==> src/design/wbmp_pkg.sv <==
// Shared package for the WBMP stream decoder.
// Holds the job record passed from parser to emitter, register indexes and reset values.
// No dependencies.
`timescale 1ns / 1ps

package wbmp_pkg;

    // Default dimension width of the parser
    localparam int DIM_BITS_DEF = 16;

    // Configuration register indexes
    localparam int CFG_IDX_BITS = 1;
    localparam logic [CFG_IDX_BITS-1:0] CFG_SET_PIXEL   = 1'b0;
    localparam logic [CFG_IDX_BITS-1:0] CFG_CLEAR_PIXEL = 1'b1;

    // Configuration reset values
    localparam logic [7:0] SET_PIXEL_RESET   = 8'hFF;
    localparam logic [7:0] CLEAR_PIXEL_RESET = 8'h00;

    // Result kinds
    localparam logic KIND_GEOMETRY = 1'b0;
    localparam logic KIND_PIXEL    = 1'b1;

    // One unit of output work: a geometry report or one image byte
    typedef struct packed {
        logic        kind;
        logic [7:0]  bits;
        logic [15:0] col;
        logic [15:0] row;
        logic [15:0] width;
        logic [15:0] height;
        logic        type_err;
        logic [2:0]  cnt_m1;
        logic        eor_end;
        logic        eoi_end;
    } job_t;

endpackage

==> src/design/wbmp_parse.sv <==
// Byte parser of the WBMP stream decoder: header, extension headers, geometry, row tracking.
// Turns each accepted byte into at most one job for the emitter.
// Depends on wbmp_pkg.
`timescale 1ns / 1ps

module wbmp_parse #(
    parameter int DIM_BITS = wbmp_pkg::DIM_BITS_DEF
) (
    input  logic            clk,
    input  logic            rst_n,
    input  logic            in_valid,
    output logic            in_stall,
    input  logic [7:0]      byte_in,
    input  logic            start_of_file,
    input  logic            job_free,
    output logic            job_load,
    output wbmp_pkg::job_t  job
);

    typedef enum logic [3:0] {
        PH_TYPE,
        PH_FIX,
        PH_EXT,
        PH_SKIP_CONT,
        PH_SKIP_N,
        PH_WIDTH,
        PH_HEIGHT,
        PH_PIXELS,
        PH_DONE
    } phase_t;

    phase_t              phase_reg, phase_next, phase_c;
    logic [DIM_BITS-1:0] acc_reg, acc_next, acc_c;
    logic [4:0]          skip_reg, skip_next, skip_c;
    logic [DIM_BITS-1:0] width_reg, width_next, width_c;
    logic [DIM_BITS-1:0] height_reg, height_next, height_c;
    logic [DIM_BITS-1:0] col_reg, col_next, col_c;
    logic [DIM_BITS-1:0] row_reg, row_next, row_c;
    logic                type_bad_reg, type_bad_next, type_bad_c;
    logic                more_reg, more_next, more_c;

    logic                accept;
    logic [DIM_BITS+6:0] acc_wide;
    logic [DIM_BITS-1:0] acc_sat;
    logic [DIM_BITS-1:0] rem;
    logic                rem_ge8;
    logic                rem_le8;
    logic [DIM_BITS-1:0] step;
    logic [DIM_BITS:0]   row_inc;
    logic                last_row;
    logic [4:0]          skip_sum;
    logic                empty;

    // Accept a byte whenever the job slot can take its work
    assign accept   = in_valid && job_free;
    assign in_stall = !job_free;

    // Start of file restarts the parser for this very byte
    assign phase_c    = start_of_file ? PH_TYPE : phase_reg;
    assign acc_c      = start_of_file ? '0 : acc_reg;
    assign skip_c     = start_of_file ? '0 : skip_reg;
    assign width_c    = start_of_file ? '0 : width_reg;
    assign height_c   = start_of_file ? '0 : height_reg;
    assign col_c      = start_of_file ? '0 : col_reg;
    assign row_c      = start_of_file ? '0 : row_reg;
    assign type_bad_c = start_of_file ? 1'b0 : type_bad_reg;
    assign more_c     = start_of_file ? 1'b0 : more_reg;

    // Shift in seven bits and saturate the multi-byte integer
    assign acc_wide = {acc_c, byte_in[6:0]};
    assign acc_sat  = (|acc_wide[DIM_BITS+6:DIM_BITS]) ? '1 : acc_wide[DIM_BITS-1:0];

    // Pixels left in the current row
    assign rem      = width_c - col_c;
    assign rem_ge8  = rem >= DIM_BITS'(8);
    assign rem_le8  = rem <= DIM_BITS'(8);
    assign step     = rem_ge8 ? DIM_BITS'(8) : rem;
    assign row_inc  = {1'b0, row_c} + (DIM_BITS+1)'(1);
    assign last_row = row_inc == {1'b0, height_c};

    // Extension header skip length
    assign skip_sum = {2'b00, byte_in[6:4]} + {1'b0, byte_in[3:0]};
    assign empty    = (width_c == '0) || (acc_sat == '0);

    // Next parser state and job for the accepted byte
    always_comb
    begin
        phase_next    = phase_c;
        acc_next      = acc_c;
        skip_next     = skip_c;
        width_next    = width_c;
        height_next   = height_c;
        col_next      = col_c;
        row_next      = row_c;
        type_bad_next = type_bad_c;
        more_next     = more_c;
        job_load      = 1'b0;
        job           = '0;

        unique case (phase_c)
            PH_TYPE:
            begin
                if (byte_in[6:0] != 7'd0)
                    type_bad_next = 1'b1;
                if (!byte_in[7])
                    phase_next = PH_FIX;
            end
            PH_FIX:
            begin
                phase_next = byte_in[7] ? PH_EXT : PH_WIDTH;
            end
            PH_EXT:
            begin
                more_next = byte_in[7];
                if (byte_in[6:5] == 2'b00)
                    phase_next = PH_SKIP_CONT;
                else if (byte_in[6:5] == 2'b11)
                begin
                    skip_next = skip_sum;
                    if (skip_sum != 5'd0)
                        phase_next = PH_SKIP_N;
                    else
                        phase_next = byte_in[7] ? PH_EXT : PH_WIDTH;
                end
                else
                    phase_next = byte_in[7] ? PH_EXT : PH_WIDTH;
            end
            PH_SKIP_CONT:
            begin
                if (!byte_in[7])
                    phase_next = more_c ? PH_EXT : PH_WIDTH;
            end
            PH_SKIP_N:
            begin
                skip_next = skip_c - 5'd1;
                if (skip_c == 5'd1)
                    phase_next = more_c ? PH_EXT : PH_WIDTH;
            end
            PH_WIDTH:
            begin
                acc_next = acc_sat;
                if (!byte_in[7])
                begin
                    width_next = acc_sat;
                    acc_next   = '0;
                    phase_next = PH_HEIGHT;
                end
            end
            PH_HEIGHT:
            begin
                acc_next = acc_sat;
                if (!byte_in[7])
                begin
                    height_next  = acc_sat;
                    acc_next     = '0;
                    col_next     = '0;
                    row_next     = '0;
                    phase_next   = empty ? PH_DONE : PH_PIXELS;
                    job_load     = accept;
                    job.kind     = wbmp_pkg::KIND_GEOMETRY;
                    job.width    = 16'(width_c);
                    job.height   = 16'(acc_sat);
                    job.type_err = type_bad_c;
                    job.cnt_m1   = 3'd0;
                    job.eoi_end  = empty;
                end
            end
            PH_PIXELS:
            begin
                job_load     = accept;
                job.kind     = wbmp_pkg::KIND_PIXEL;
                job.bits     = byte_in;
                job.col      = 16'(col_c);
                job.row      = 16'(row_c);
                job.width    = 16'(width_c);
                job.height   = 16'(height_c);
                job.type_err = type_bad_c;
                job.cnt_m1   = rem_ge8 ? 3'd7 : 3'(rem - DIM_BITS'(1));
                job.eor_end  = rem_le8;
                job.eoi_end  = rem_le8 && last_row;
                if (rem_le8)
                begin
                    col_next = '0;
                    row_next = row_inc[DIM_BITS-1:0];
                    if (last_row)
                        phase_next = PH_DONE;
                end
                else
                    col_next = col_c + step;
            end
            PH_DONE:
            begin
                phase_next = PH_DONE;
            end
            default:
            begin
                phase_next = PH_DONE;
            end
        endcase
    end

    // Hold parser state; advance on each accepted byte
    always_ff @(posedge clk or negedge rst_n)
    begin
        if (!rst_n)
        begin
            phase_reg    <= PH_TYPE;
            acc_reg      <= '0;
            skip_reg     <= '0;
            width_reg    <= '0;
            height_reg   <= '0;
            col_reg      <= '0;
            row_reg      <= '0;
            type_bad_reg <= 1'b0;
            more_reg     <= 1'b0;
        end
        else if (accept)
        begin
            phase_reg    <= phase_next;
            acc_reg      <= acc_next;
            skip_reg     <= skip_next;
            width_reg    <= width_next;
            height_reg   <= height_next;
            col_reg      <= col_next;
            row_reg      <= row_next;
            type_bad_reg <= type_bad_next;
            more_reg     <= more_next;
        end
    end

endmodule

==> src/design/wbmp_emit.sv <==
// Result emitter of the WBMP stream decoder: job register, pixel stepping, output register.
// Also holds the set and clear pixel value registers.
// Depends on wbmp_pkg.
`timescale 1ns / 1ps

module wbmp_emit (
    input  logic                                 clk,
    input  logic                                 rst_n,
    input  logic                                 cfg_we,
    input  logic [wbmp_pkg::CFG_IDX_BITS-1:0]    cfg_index,
    input  logic [7:0]                           cfg_data,
    input  logic                                 job_load,
    input  wbmp_pkg::job_t                       job,
    output logic                                 job_free,
    output logic                                 out_valid,
    input  logic                                 out_stall,
    output logic                                 result_kind,
    output logic [7:0]                           pixel_value,
    output logic [15:0]                          pixel_column,
    output logic [15:0]                          pixel_row,
    output logic [15:0]                          image_width,
    output logic [15:0]                          image_height,
    output logic                                 type_error,
    output logic                                 last_of_run,
    output logic                                 end_of_row,
    output logic                                 end_of_image
);

    wbmp_pkg::job_t job_reg;
    logic           job_valid_reg;
    logic [2:0]     k_reg;
    logic [7:0]     set_val_reg;
    logic [7:0]     clear_val_reg;

    logic           out_valid_reg;
    logic           kind_reg;
    logic [7:0]     value_reg;
    logic [15:0]    col_reg;
    logic [15:0]    row_reg;
    logic [15:0]    width_reg;
    logic [15:0]    height_reg;
    logic           type_err_reg;
    logic           last_reg;
    logic           eor_reg;
    logic           eoi_reg;

    logic           advance;
    logic           last;
    logic           pix_bit;
    logic [7:0]     value_next;

    // Output register moves when empty or taken
    assign advance  = !out_valid_reg || !out_stall;
    assign last     = k_reg == job_reg.cnt_m1;
    assign job_free = !job_valid_reg || (advance && last);

    // Pick the pixel bit, MSB first
    assign pix_bit = job_reg.bits[~k_reg];

    always_comb
    begin
        case (job_reg.kind)
            wbmp_pkg::KIND_PIXEL:
                value_next = pix_bit ? set_val_reg : clear_val_reg;
            default:
                value_next = 8'd0;
        endcase
    end

    // Write configuration registers
    always_ff @(posedge clk or negedge rst_n)
    begin
        if (!rst_n)
        begin
            set_val_reg   <= wbmp_pkg::SET_PIXEL_RESET;
            clear_val_reg <= wbmp_pkg::CLEAR_PIXEL_RESET;
        end
        else if (cfg_we)
        begin
            unique case (cfg_index)
                wbmp_pkg::CFG_SET_PIXEL:   set_val_reg   <= cfg_data;
                wbmp_pkg::CFG_CLEAR_PIXEL: clear_val_reg <= cfg_data;
            endcase
        end
    end

    // Hold the current job and step through its pixels
    always_ff @(posedge clk or negedge rst_n)
    begin
        if (!rst_n)
        begin
            job_valid_reg <= 1'b0;
            k_reg         <= 3'd0;
        end
        else if (job_load)
        begin
            job_valid_reg <= 1'b1;
            k_reg         <= 3'd0;
        end
        else if (advance && job_valid_reg)
        begin
            if (last)
                job_valid_reg <= 1'b0;
            else
                k_reg <= k_reg + 3'd1;
        end
    end

    always_ff @(posedge clk)
    begin
        if (job_load)
            job_reg <= job;
    end

    // Load the output register with one result
    always_ff @(posedge clk or negedge rst_n)
    begin
        if (!rst_n)
            out_valid_reg <= 1'b0;
        else if (advance)
            out_valid_reg <= job_valid_reg;
    end

    always_ff @(posedge clk)
    begin
        if (advance && job_valid_reg)
        begin
            kind_reg     <= job_reg.kind;
            value_reg    <= value_next;
            col_reg      <= job_reg.col + 16'(k_reg);
            row_reg      <= job_reg.row;
            width_reg    <= job_reg.width;
            height_reg   <= job_reg.height;
            type_err_reg <= job_reg.type_err;
            last_reg     <= last;
            eor_reg      <= last && job_reg.eor_end;
            eoi_reg      <= last && job_reg.eoi_end;
        end
    end

    assign out_valid    = out_valid_reg;
    assign result_kind  = kind_reg;
    assign pixel_value  = value_reg;
    assign pixel_column = col_reg;
    assign pixel_row    = row_reg;
    assign image_width  = width_reg;
    assign image_height = height_reg;
    assign type_error   = type_err_reg;
    assign last_of_run  = last_reg;
    assign end_of_row   = eor_reg;
    assign end_of_image = eoi_reg;

    // Step index never runs past the job's pixel count
    a_k_in_range: assert property (@(posedge clk) disable iff (!rst_n)
        job_valid_reg |-> (k_reg <= job_reg.cnt_m1))
        else $error("emitter step index past job count");

    // A geometry job yields exactly one result
    a_geom_single: assert property (@(posedge clk) disable iff (!rst_n)
        (job_valid_reg && job_reg.kind == wbmp_pkg::KIND_GEOMETRY) |-> (job_reg.cnt_m1 == 3'd0))
        else $error("geometry job with more than one result");

    // Row and image ends fall only on the last result of a byte
    a_end_is_last: assert property (@(posedge clk) disable iff (!rst_n)
        (out_valid_reg && (eor_reg || eoi_reg)) |-> last_reg)
        else $error("end flag on a result that is not last of its byte");

    // A new job is loaded only into a slot that is free
    a_load_free: assert property (@(posedge clk) disable iff (!rst_n)
        job_load |-> job_free)
        else $error("job loaded while slot busy");

endmodule

==> src/design/wbmp_stream_decoder_top.sv <==
// WBMP type 0 decoder: one file byte per item in, geometry and pixel items out.
// Each accepted byte's results pass through the job register, then the output register.
// A byte is taken when the job slot is empty or its last item moves out; an image byte
// yields 1 to 8 items, drained one a cycle by the single output register unless stalled.
// Reset clears parser and handshake state; pixel values reset to 255 (set) and 0 (clear).
// Depends on wbmp_pkg, wbmp_parse and wbmp_emit.
`timescale 1ns / 1ps

module wbmp_stream_decoder_top #(
    parameter int DIM_BITS = wbmp_pkg::DIM_BITS_DEF
) (
    input  logic                              clk,
    input  logic                              rst_n,
    input  logic                              cfg_we,
    input  logic [wbmp_pkg::CFG_IDX_BITS-1:0] cfg_index,
    input  logic [7:0]                        cfg_data,
    input  logic                              in_valid,
    output logic                              in_stall,
    input  logic [7:0]                        byte_in,
    input  logic                              start_of_file,
    output logic                              out_valid,
    input  logic                              out_stall,
    output logic                              result_kind,
    output logic [7:0]                        pixel_value,
    output logic [15:0]                       pixel_column,
    output logic [15:0]                       pixel_row,
    output logic [15:0]                       image_width,
    output logic [15:0]                       image_height,
    output logic                              type_error,
    output logic                              last_of_run,
    output logic                              end_of_row,
    output logic                              end_of_image
);

    logic           job_free;
    logic           job_load;
    wbmp_pkg::job_t job;

    // Parse the byte stream into jobs
    wbmp_parse #(
        .DIM_BITS (DIM_BITS)
    ) u_parse (
        .clk           (clk),
        .rst_n         (rst_n),
        .in_valid      (in_valid),
        .in_stall      (in_stall),
        .byte_in       (byte_in),
        .start_of_file (start_of_file),
        .job_free      (job_free),
        .job_load      (job_load),
        .job           (job)
    );

    // Expand jobs into result items
    wbmp_emit u_emit (
        .clk          (clk),
        .rst_n        (rst_n),
        .cfg_we       (cfg_we),
        .cfg_index    (cfg_index),
        .cfg_data     (cfg_data),
        .job_load     (job_load),
        .job          (job),
        .job_free     (job_free),
        .out_valid    (out_valid),
        .out_stall    (out_stall),
        .result_kind  (result_kind),
        .pixel_value  (pixel_value),
        .pixel_column (pixel_column),
        .pixel_row    (pixel_row),
        .image_width  (image_width),
        .image_height (image_height),
        .type_error   (type_error),
        .last_of_run  (last_of_run),
        .end_of_row   (end_of_row),
        .end_of_image (end_of_image)
    );

endmodule
==> config.mk <==
export PLATFORM = sky130hd
export DESIGN_NAME = wbmp_stream_decoder_top
export DESIGN_NICKNAME = d
export VERILOG_FILES = /design/src/design/wbmp_pkg.sv /design/src/design/wbmp_parse.sv /design/src/design/wbmp_emit.sv /design/src/design/wbmp_stream_decoder_top.sv
export SDC_FILE = /design/constraint.sdc
export NUM_CORES = 1
export LEC_CHECK = 0
export BUFFER_PORTS_ARGS = -buffer_cell sky130_fd_sc_hd__buf_2
export CAP_MARGIN = 0
export CORE_MARGIN = 2
export CORE_UTILIZATION = 43
export CTS_CLUSTER_SIZE = 28
export DETAILED_ROUTE_END_ITERATION = 6
export PLACE_DENSITY = 0.6
export SKIP_LAST_GASP = 1
export SLEW_MARGIN = 15
export SYNTH_ARGS = -nofsm -noshare
export SYNTH_HDL_FRONTEND = slang
export SYNTH_HIERARCHICAL = 1
export SYNTH_SLANG_ARGS = --single-unit
==> constraint.sdc <==
create_clock -name clk -period 7.9 [get_ports clk]
set_input_delay 1.58 -clock clk [delete_from_list [all_inputs] [get_ports clk]]
set_output_delay 1.58 -clock clk [all_outputs]
set_load 0.02 [all_outputs]
==> results.ini <==
[synth]
yosysWarnings=6
synth.distinct_cells=93
ys_seq_area_share_pct=53.83
synth_edf_count=156
synth-seq-cells=268
synth_ff_type=edfxtp_1
async_reset_ff_share_pct=41.79
avgSynthCellArea_um2=10.86
syn-cell-area_mm2=0.01393
syn_inst=1282

[sta]
fin_skew_ns=0.02287
maxSlewViolCount=0
slew_headroom_pct=28.88
finalHoldViolations=0
rsz0062_at_grt=no
setup_viol=0
worstMarginPinSlew_ns=1.060
fmax_mhz=142.3
fin_tns_setup_ns=0
post-route-min-period_ns=7.026
fin_crit_sh_pct=88.93
finalWorstSetupSlack_ns=0.8745

[route]
drt-total-wl_mm=34.38
drt_iter0_drc=846
num_vias=10345
drc_errors=0
routedWlPerCell_um=19.12
via_per_inst=5.754
antenna_left=0
firstDrtPassIters=7

[cts]
tritoncts=yes
cts_sinks=268
postCtsResizedCells=0
numCtsBuffers=28
postCtsHoldBufs=0
root_buffer=clkbuf_16
clk_pin_slew_ns=0.06
h-tree-depth=1
post_cts_buffers=0
clk_latency_ns=0.54
clockBufferDepth=3

[worst_setup_path]
crit_type=in2reg
crit_required_ns=8.33
startpoint_type=input pin
max_stage_delay_ns=0.50
cp_slowest_cell=nor3_1
arrival_ns=7.45
cp_max_fo=11
critPathCaptureType=flip-flop
crit_buf_inv=2
cp_top_family=compound AO/OA/AOI/OAI gates
cpMostUsedCell=o21ai_0

[floorplan]
ios=102
core_mm2=0.03172
start_util_pct=43.91
die_h_um=184.0
die_w_um=184.0
rows=65
die-area_mm2=0.03385

[cells_and_area]
final_cell_mix=edfxtp_1, nand2_1, dfrtp_1
area_delta_synth_final_pct=13.73
final_nets=1436
multiInputGateArea_mm2=0.006068
final_util_pct=49.94
drive_gt1_share_pct=16.33
largest_reg_flops=79
register_area_mm2=0.007497
nFillCells=2850
final_common_cell=edfxtp_1
antennaDiodeCount=0

[power]
p_seq_share_pct=39.0
leakagePower_nw=6.499
switching_share_pct=36.15
cellInternalPower_mw=3.362
p_switching_mw=1.904
pwr-share-clk_pct=27.0
combPwrFrac_pct=34.0
p_per_area_mw_per_mm2=332.4
vdd_drop_max_uv=192.0

[global_routing]
antenna_found_initial=0
grt_start_max_net_pins=89
grt_pass1_wl_mm=55.19
gr-total-overflow=0
grt_pass1_vias=10122
grt_util_all_layers_pct=20.57

[job]
drv_cap=0

[outcome]
run_status=finished clean

[placement]
io_buffers=101
dp_hpwl_mm=24.26
dp_slack_ns=0.4871
gp_congestion=0.8878

[min_path]
hold_path.class=reg2reg

-- power by group through the flow --
stage	Clock [mW]	Sequential (mW)	Combinational (mW)
2_1_floorplan	0	2.11	1.24
3_3_place_gp	0	2.08	1.76
3_5_place_dp	0	2.08	1.78
4_1_cts	1.46	2.05	1.78
5_1_grt	1.52	2.09	1.98
6_report	1.42	2.05	1.79
-- path summary, 6_finish.rpt --
| check | slack, ns | start | depth (start not counted) | to |
|---|---|---|---|---|
| max | 0.87 | start_of_file | 25 | u_parse/col_reg[14] |
| min | 0.42 | u_emit/job_reg[26] | 0 | u_emit/image_width[4] |
| max reg2reg | 1.85 | u_parse/width_reg[9] | 23 | u_parse/col_reg[14] |
| min reg2reg | 0.42 | u_emit/job_reg[26] | 0 | u_emit/image_width[4] |
| max in group asynchronous | 5.47 | rst_n | 2 | u_parse/acc_reg[14] |
| min in group asynchronous | 1.03 | rst_n | 1 | u_parse/col_reg[13] |
-- per-stage QoR --
stage,instance area (µm²),hold WS (ns),power [mW],instances
final,15840,0.4166,5.266,1798
after global routing,15840,0.4206,5.590,1798
after CTS,15830,0.4144,5.295,1798
after detailed placement,14820,0.4045,3.855,1746
after global placement,14820,0.4013,3.842,1746
after floorplan,13970,0.4003,3.350,1292
-- worst reg2reg max path: cells and delay by family (launching register included) --
kind                       cells  cell delay (ns)
AOI/OAI and AO/OA             13             2.67
and+or+nand+nor                7             1.64
adders and majority gates      2             0.98
DFF                            1             0.49
xor gates and xnor gates       1             0.18
-- Yosys cell counts (10+ instances only) --
library cell,instances,share of area (%)
a21o_1,30,1.6
a21oi_1,63,2.3
a22o_1,26,1.6
a22oi_1,20,1.1
and2_1,50,2.2
and3_1,16,0.72
buf_2,10,0.36
clkbuf_1,39,1.1
dfrtp_1,104,19
edfxtp_1,156,34
ha_1,35,3.1
inv_1,36,0.97
mux2_2,17,1.4
mux2i_1,17,1.2
nand2_1,111,3.0
nand2b_1,15,0.67
nand3_1,36,1.3
nor2_1,87,2.3
nor2b_1,25,1.1
nor3_1,33,1.2
nor4_1,12,0.54
o21ai_0,97,3.5
xnor2_1,32,2.0
xor2_1,30,1.9
-- cells by family (layout without fill, tap and decap cells) --
family,after synthesis,count (layout),synth area share (%)
other cells,1,11,0.02692
simple gates,431,431,15.65
xor+xnor,64,64,4.132
buf+inv,98,202,3.081
mux,36,36,2.866
fa+ha+maj,39,39,3.719
flops,268,268,53.83
compound gates,345,345,16.70
-- metal layers --
| metal | track usage (%) | up-vias | part of all wire [%] |
|---|---|---|---|
| met5 | 0 | - | 0 |
| met4 | 6.336 | 0 | 2.9 |
| met3 | 2.971 | 65 | 4.6 |
| met2 | 34.32 | 289 | 48 |
| met1 | 27.81 | 5093 | 45 |
| li1 | - | 4898 | - |
-- area by class of cell --
| cell class | instances | area share [%] |
|---|---|---|
| clock buffers | 32 | 4.715 |
| repair buffers | 113 | 3.933 |
| clock inverters | 20 | 1.667 |
| well taps | 402 | 3.175 |
| flip-flops and latches | 268 | 47.33 |
| multi-input cells | 926 | 38.31 |
| inverters | 37 | 0.8767 |
Power figures use the tool's default switching activity.
